File: src/rtl/lrut_pkg.sv
// Shared types and constants of the recency-ordered offset tracker with pinning.
`timescale 1ns / 1ps
`default_nettype none

package lrut_pkg;

  localparam int OFFSET_W     = 48;
  localparam int SIZE_W       = 32;
  localparam int HITS_W       = 32;
  localparam int TALLY_W      = 32;
  localparam int CFG_W        = 7;
  localparam int ENTRIES_DEF  = 64;
  localparam int KEY_BITS_DEF = 48;
  localparam int AGE_W_DEF    = $clog2(ENTRIES_DEF);

  localparam logic [SIZE_W-1:0] NEW_SIZE        = SIZE_W'(256);
  localparam logic [CFG_W-1:0]  MAX_TRACKED_RST = CFG_W'(64);

  typedef enum logic [1:0] {
    CMD_ACCESS = 2'd0,
    CMD_PIN    = 2'd1,
    CMD_UNPIN  = 2'd2,
    CMD_CLEAR  = 2'd3
  } cmd_e;

  typedef struct packed {
    cmd_e                  cmd;
    logic [OFFSET_W-1:0]   node_offset;
    logic [SIZE_W-1:0]     region_size;
    logic                  lock_ok;
  } lrut_req_t;

  typedef struct packed {
    logic                  success;
    logic                  was_hit;
    logic                  evicted_valid;
    logic [OFFSET_W-1:0]   evicted_offset;
    logic [HITS_W-1:0]     entry_count;
    logic                  entry_pinned;
    logic [SIZE_W-1:0]     entry_size;
    logic [TALLY_W-1:0]    pinned_total;
  } lrut_res_t;

  // Broadcast from the control logic to every table entry.
  typedef struct packed {
    logic                  fire;
    logic                  touch;
    logic                  insert;
    logic                  pin_hit;
    logic                  unpin_hit;
    logic                  new_pinned;
    logic [HITS_W-1:0]     new_hits;
    logic [SIZE_W-1:0]     new_bytes;
  } lrut_ctrl_t;

  typedef struct packed {
    logic                  match;
    logic                  victim;
  } lrut_flags_t;

  typedef struct packed {
    logic [HITS_W-1:0]     hits;
    logic                  pinned;
    logic [SIZE_W-1:0]     bytes;
  } lrut_data_t;

endpackage

`default_nettype wire

File: src/rtl/lrut_slot.sv
// One entry of the tracker table: key compare, recency age and entry data.
`timescale 1ns / 1ps
`default_nettype none

module lrut_slot
  import lrut_pkg::*;
#(
  parameter int KEY_W = KEY_BITS_DEF,
  parameter int AGE_W = AGE_W_DEF
) (
  input  wire              clk_i,
  input  lrut_ctrl_t       ctrl_i,
  input  wire [KEY_W-1:0]  key_i,
  input  wire [AGE_W-1:0]  ref_age_i,
  input  wire [AGE_W-1:0]  oldest_age_i,
  input  wire              valid_i,
  input  wire              ins_i,
  output lrut_flags_t      flags_o,
  output logic [KEY_W-1:0] key_o,
  output logic [AGE_W-1:0] age_o,
  output lrut_data_t       data_o
);

  logic [KEY_W-1:0] key_q, key_d;
  logic [AGE_W-1:0] age_q, age_d;
  lrut_data_t       data_q, data_d;
  logic             match;

  assign match = valid_i && (key_q == key_i);

  always_comb begin
    key_d  = key_q;
    age_d  = age_q;
    data_d = data_q;
    if (ctrl_i.fire) begin
      if (ins_i) begin
        key_d       = key_i;
        age_d       = '0;
        data_d.hits   = ctrl_i.new_hits;
        data_d.pinned = ctrl_i.new_pinned;
        data_d.bytes  = ctrl_i.new_bytes;
      end else if (match) begin
        if (ctrl_i.touch) begin
          age_d = '0;
          if (data_q.hits != '1) begin
            data_d.hits = data_q.hits + 1'b1;
          end
        end
        if (ctrl_i.pin_hit) begin
          data_d.pinned = 1'b1;
          data_d.bytes  = ctrl_i.new_bytes;
        end
        if (ctrl_i.unpin_hit) begin
          data_d.pinned = 1'b0;
        end
      end else if (valid_i) begin
        if (ctrl_i.insert || (ctrl_i.touch && (age_q < ref_age_i))) begin
          age_d = age_q + 1'b1;
        end
      end
    end
  end

  always_ff @(posedge clk_i) begin
    key_q  <= key_d;
    age_q  <= age_d;
    data_q <= data_d;
  end

  assign flags_o.match  = match;
  assign flags_o.victim = valid_i && (age_q == oldest_age_i);
  assign key_o          = key_q;
  assign age_o          = age_q;
  assign data_o         = data_q;

endmodule

`default_nettype wire

File: config.mk
export PLATFORM = sky130hd
export DESIGN_NAME = lrut_slot
export DESIGN_NICKNAME = d
export VERILOG_FILES = /design/src/rtl/lrut_pkg.sv /design/src/rtl/lrut_slot.sv
export SDC_FILE = /design/constraint.sdc
export NUM_CORES = 1
export LEC_CHECK = 0
export BUFFER_PORTS_ARGS = -buffer_cell sky130_fd_sc_hd__buf_2
export CORE_UTILIZATION = 43
export DETAILED_ROUTE_END_ITERATION = 8
export GPL_TIMING_DRIVEN = 0
export PLACE_DENSITY = 0.75
export SYNTH_ARGS = -nofsm -noshare
export SYNTH_HDL_FRONTEND = slang
export SYNTH_SLANG_ARGS = --single-unit
export TNS_END_PERCENT = 5
File: constraint.sdc
create_clock -name clk_i -period 2.9 [get_ports clk_i]
set_input_delay 0.435 -clock clk_i [delete_from_list [all_inputs] [get_ports clk_i]]
set_output_delay 0.435 -clock clk_i [all_outputs]
set_load 0.1 [all_outputs]
Word level (Yosys, flattened, before mapping). Index checks and enable logic that the tools add are counted.

Register bits: 119. Bits of input ports: 133. Output and inout bits: 121. Logic and storage cells: 38.

Add/subtract/negate cells: 2. $lt $le $gt $ge: 1. Equal/unequal tests: 4. Muxes and demuxes: 10. Reductions and logical operators: 16.

Operators with widths (count): 65-bit two-way mux (2); 32-bit two-way mux (2); 48-bit equality test (1); 33-bit two-way mux (1); 32-bit by 1-bit adder with 32-bit output, second input constant (1); 32-bit != test, second input constant (1); 6-bit two-way mux (4); 3-bit nonzero test (3); 4-bit AND reduction (2); 2-bit nonzero test (4); 6-bit by 1-bit adder with 6-bit output, second input constant (1); 6-bit equality test (1); 6-bit less-than comparator (1); 3-bit AND reduction (2); 1-bit logical AND (3); 3-bit != test, second input constant (1); 2-bit AND reduction (1); 1-bit logical OR (1); 1-bit two-way mux (1).

Longest topological paths before layout.
Word-level depth: 6. Gate-level depth with buffers: 7. Gate-level depth less buffers: 7.

Worst setup path after synthesis. No wires, ideal clock.

Kind: register to output. From: register age_q[3], in the netlist age_o[3]. To: output flags_o[0] in the netlist's numbering. Arrival time: 4.134 ns. Data required time: 2.465 ns. Setup slack: -1.669 ns. Cell stages (with the launch flop): 4. Path buffers: 0. Cells stage by stage: edfxtp_1 > xnor2_1 > nand4_1 > nor4_1.

RTL lines: from (decl) (RTL line lrut_slot.sv:25) `logic [AGE_W-1:0] age_q, age_d;`; from (signal assigned) (RTL line lrut_slot.sv:66) `age_q <= age_d;`; to (decl) (RTL line lrut_slot.sv:18) `output lrut_flags_t flags_o,`.

Final worst setup path.
From: register key_q[30], in the netlist key_o[30]. To: output flags_o[1] in the netlist's numbering.

Longest elaborated chain between the ends: 2.

Ends and longest elaborated chain: from (decl) (RTL line lrut_slot.sv:24) `logic [KEY_W-1:0] key_q, key_d;`; from (signal assigned) (RTL line lrut_slot.sv:65) `key_q <= key_d;`; 48-bit equality test (RTL line lrut_slot.sv:29) `assign match = valid_i && (key_q == key_i);`; 1-bit logical AND (RTL line lrut_slot.sv:29).

Every way passes these cells.

==> flow_summary.ini <==
[synth]
synthCells = 458
avgSynthCellArea_sq_um = 12.5
synth_area_sq_um = 5700
synth-seq-area-share = 0.627
synth-main-ff-cell = edfxtp_1
yosysWarnings = 0
ys_types = 41
synth_top_family_by_area = simple AND/OR/NAND/NOR gates
synth_edf_count = 119
synth_nets = 598
synth_xor_area_frac = 0.114
synthSimpleGateAreaFrac = 0.174
synthAdderAreaFrac = 0.0154
async_flop_share = 0
synth_compound_area_frac = 0.0498
ys_ff_latch = 119
yosys-mux-area-fraction = 0.00373

[timing]
clock_skew_ns = 0.0145
worst-slew-pin-transition_ns = 0.648
finalMaxSlewViolations = 0
rsz0062_at_grt = false
hold_viol = 0
finalSetupTns_ns = 0
slew_headroom = 0.556
min_period_ns = 2.76
max_freq_mhz = 363
finalCritPeriodShare = 0.951
setup_violations = 0

[global_route]
grt_usage = 0.223
grt-ovfl-total = 0
antenna_found_initial = 2
grt_pass1_wl_mm = 22.3
grt_pass1_vias = 4536
grt_max_degree = 33

[final_layout]
layout-drive-gt1-share = 0.390
area_growth_pct = 36.7
layout_commonest_cell = buf_2
nNetsFinal = 870
layout_common_cells = buf_2, edfxtp_1, nand2_1
final_cells = 915
final_util = 0.611

[placement]
dp_hpwl_mm = 11.7
io_buffers = 252
dpl.cell_count = 883
place.gp.congestion = 0.889

[drt]
routedWlPerCell_microns = 16.7
drt-pass1-iter-count = 4
first_iter_violations = 324
vias = 4677
drc = 0
ant_nets = 0
wirelength_mm = 15.3
viasPerCell = 5.11

[worst_hold_path]
hold_path_class = primary input to flip-flop
min_delay_path_depth = 1

[power]
power_density_nw_per_um2 = 681
peakVddDrop_mv = 0.443
p_leak_uw = 0.00313
finalPower_uw = 5310

[worst_setup_path]
cp.arrival_ns = 2.32
worstRegToRegCells = 6
cp-end-kind = output port
critPathKind = flip-flop to output port
crit_fanout = 2
start_kind = flip-flop
required_ns = 2.47

[floorplan]
die_area_sq_um = 13700
num_rows = 41
fp.coreArea_sq_um = 12800
die_w_microns = 117
ios = 254
die_h_microns = 117
start_util = 0.446

[flow_run]
drv_cap = 0

[cts]
worstSkewPairLatency_ns = 0.42
path_clk_slew_ns = 0.06
numClockSinks = 119
cts_tree = done
cts_hold_buf = 0
htree_levels = 4
root_buffer = clkbuf_16
post_cts_buffers = 0
clk_path_buf_depth = 2
cts_buffers = 17

[outcome]
outcome = complete, no violations
-- flip-flops by register name, indices dropped and copies added, names as in the netlist --
name    flops
key_o      48
age_o       6
data_o     65
-- cells in the mapped netlist, types with 2 or more instances --
master	count	area, sq um
nand2_1	49	184
nand2b_1	33	206
clkbuf_1	7	26.3
nor2_1	21	78.8
edfxtp_1	119	3570
nor4_1	7	43.8
ha_1	7	87.6
a21o_1	2	15.0
o21ai_1	24	120
xor2_1	28	245
o21ai_0	11	55.1
nor4b_1	2	17.5
and3_1	6	37.5
nor3_1	4	20.0
xnor2_1	46	403
and2_1	3	18.8
nand4_1	26	163
and4_1	3	26.3
inv_1	15	56.3
a211oi_1	2	15.0
o2111ai_1	4	35.0
nor2b_1	2	12.5
nand3_1	19	95.1
-- area by class of cell --
type                       count  area [sq um]
sequential                   119          3570
inverter                      15          56.3
timing repair buffer         253          1290
antenna                        2          5.00
multi-input combinational    315          2080
fill                        1049          4970
buffer                         9          37.5
clock inverter                12           113
tap                          172           215
clock buffer                  18           429
-- report_power, final --
group          leakage [uW]  internal [uW]  switching [uW]
combinational       0.00175            247             999
sequential          0.00112           2030            79.8
clock              0.000257           1230             721
total               0.00313           3510            1800
-- cell families after synthesis --
kind of cell | Yosys count
buffers and inverters | 24
multiplexers | 2
AO/OA/AOI/OAI | 48
AND/OR/NAND/NOR | 184
flip-flops | 119
adder cells (fa/ha/maj) | 7
XOR/XNOR | 74
-- repair_timing --
action / CTS / global route
pin swaps: 0 / 0
gates resized for setup: 3 / 2
endpoints found under the setup margin: 33 / 64
-- stage by stage --
stage	setup slack [ns]	hold slack [ns]	instance area [sq um]
final	0.142	0.196	7800
after global routing	0.00766	0.176	7800
after detailed placement	-0.529	0.614	7220
after global placement	-1.19	0.611	7200
after floorplan	-0.449	0.534	5720
after CTS	0.0280	0.184	7770
-- path summary, 6_finish.rpt --
kind	slack, ns	start	endpoint
setup reg to reg	0.19	key_o[46]	age_o[3]
hold / removal	0.20	ctrl_i[27]	data_o[27]
setup / recovery	0.14	key_o[30]	flags_o[1]
hold reg to reg	0.68	data_o[56]	data_o[56]
-- worst max-delay path, cell delays in order (launching register included) --
cell	delay [ns]
edfxtp_1	0.40
xnor2_1	0.31
nand4_1	0.17
nor4b_2	0.35
nand4_1	0.17
nor2_1	0.12
buf_4	0.11
buf_4	0.28
-- per-layer routing --
layer / part of all wire / up-vias / track usage / wire [microns]
met5: 0 / - / 0 / 0
met4: 0.019 / 0 / 0.0920 / 287
met3: 0.059 / 23 / 0.0649 / 898
met2: 0.52 / 191 / 0.382 / 7910
met1: 0.41 / 2237 / 0.262 / 6200
li1: - / 2226 / - / -
No activity file was read; power rests on OpenSTA's default activity.
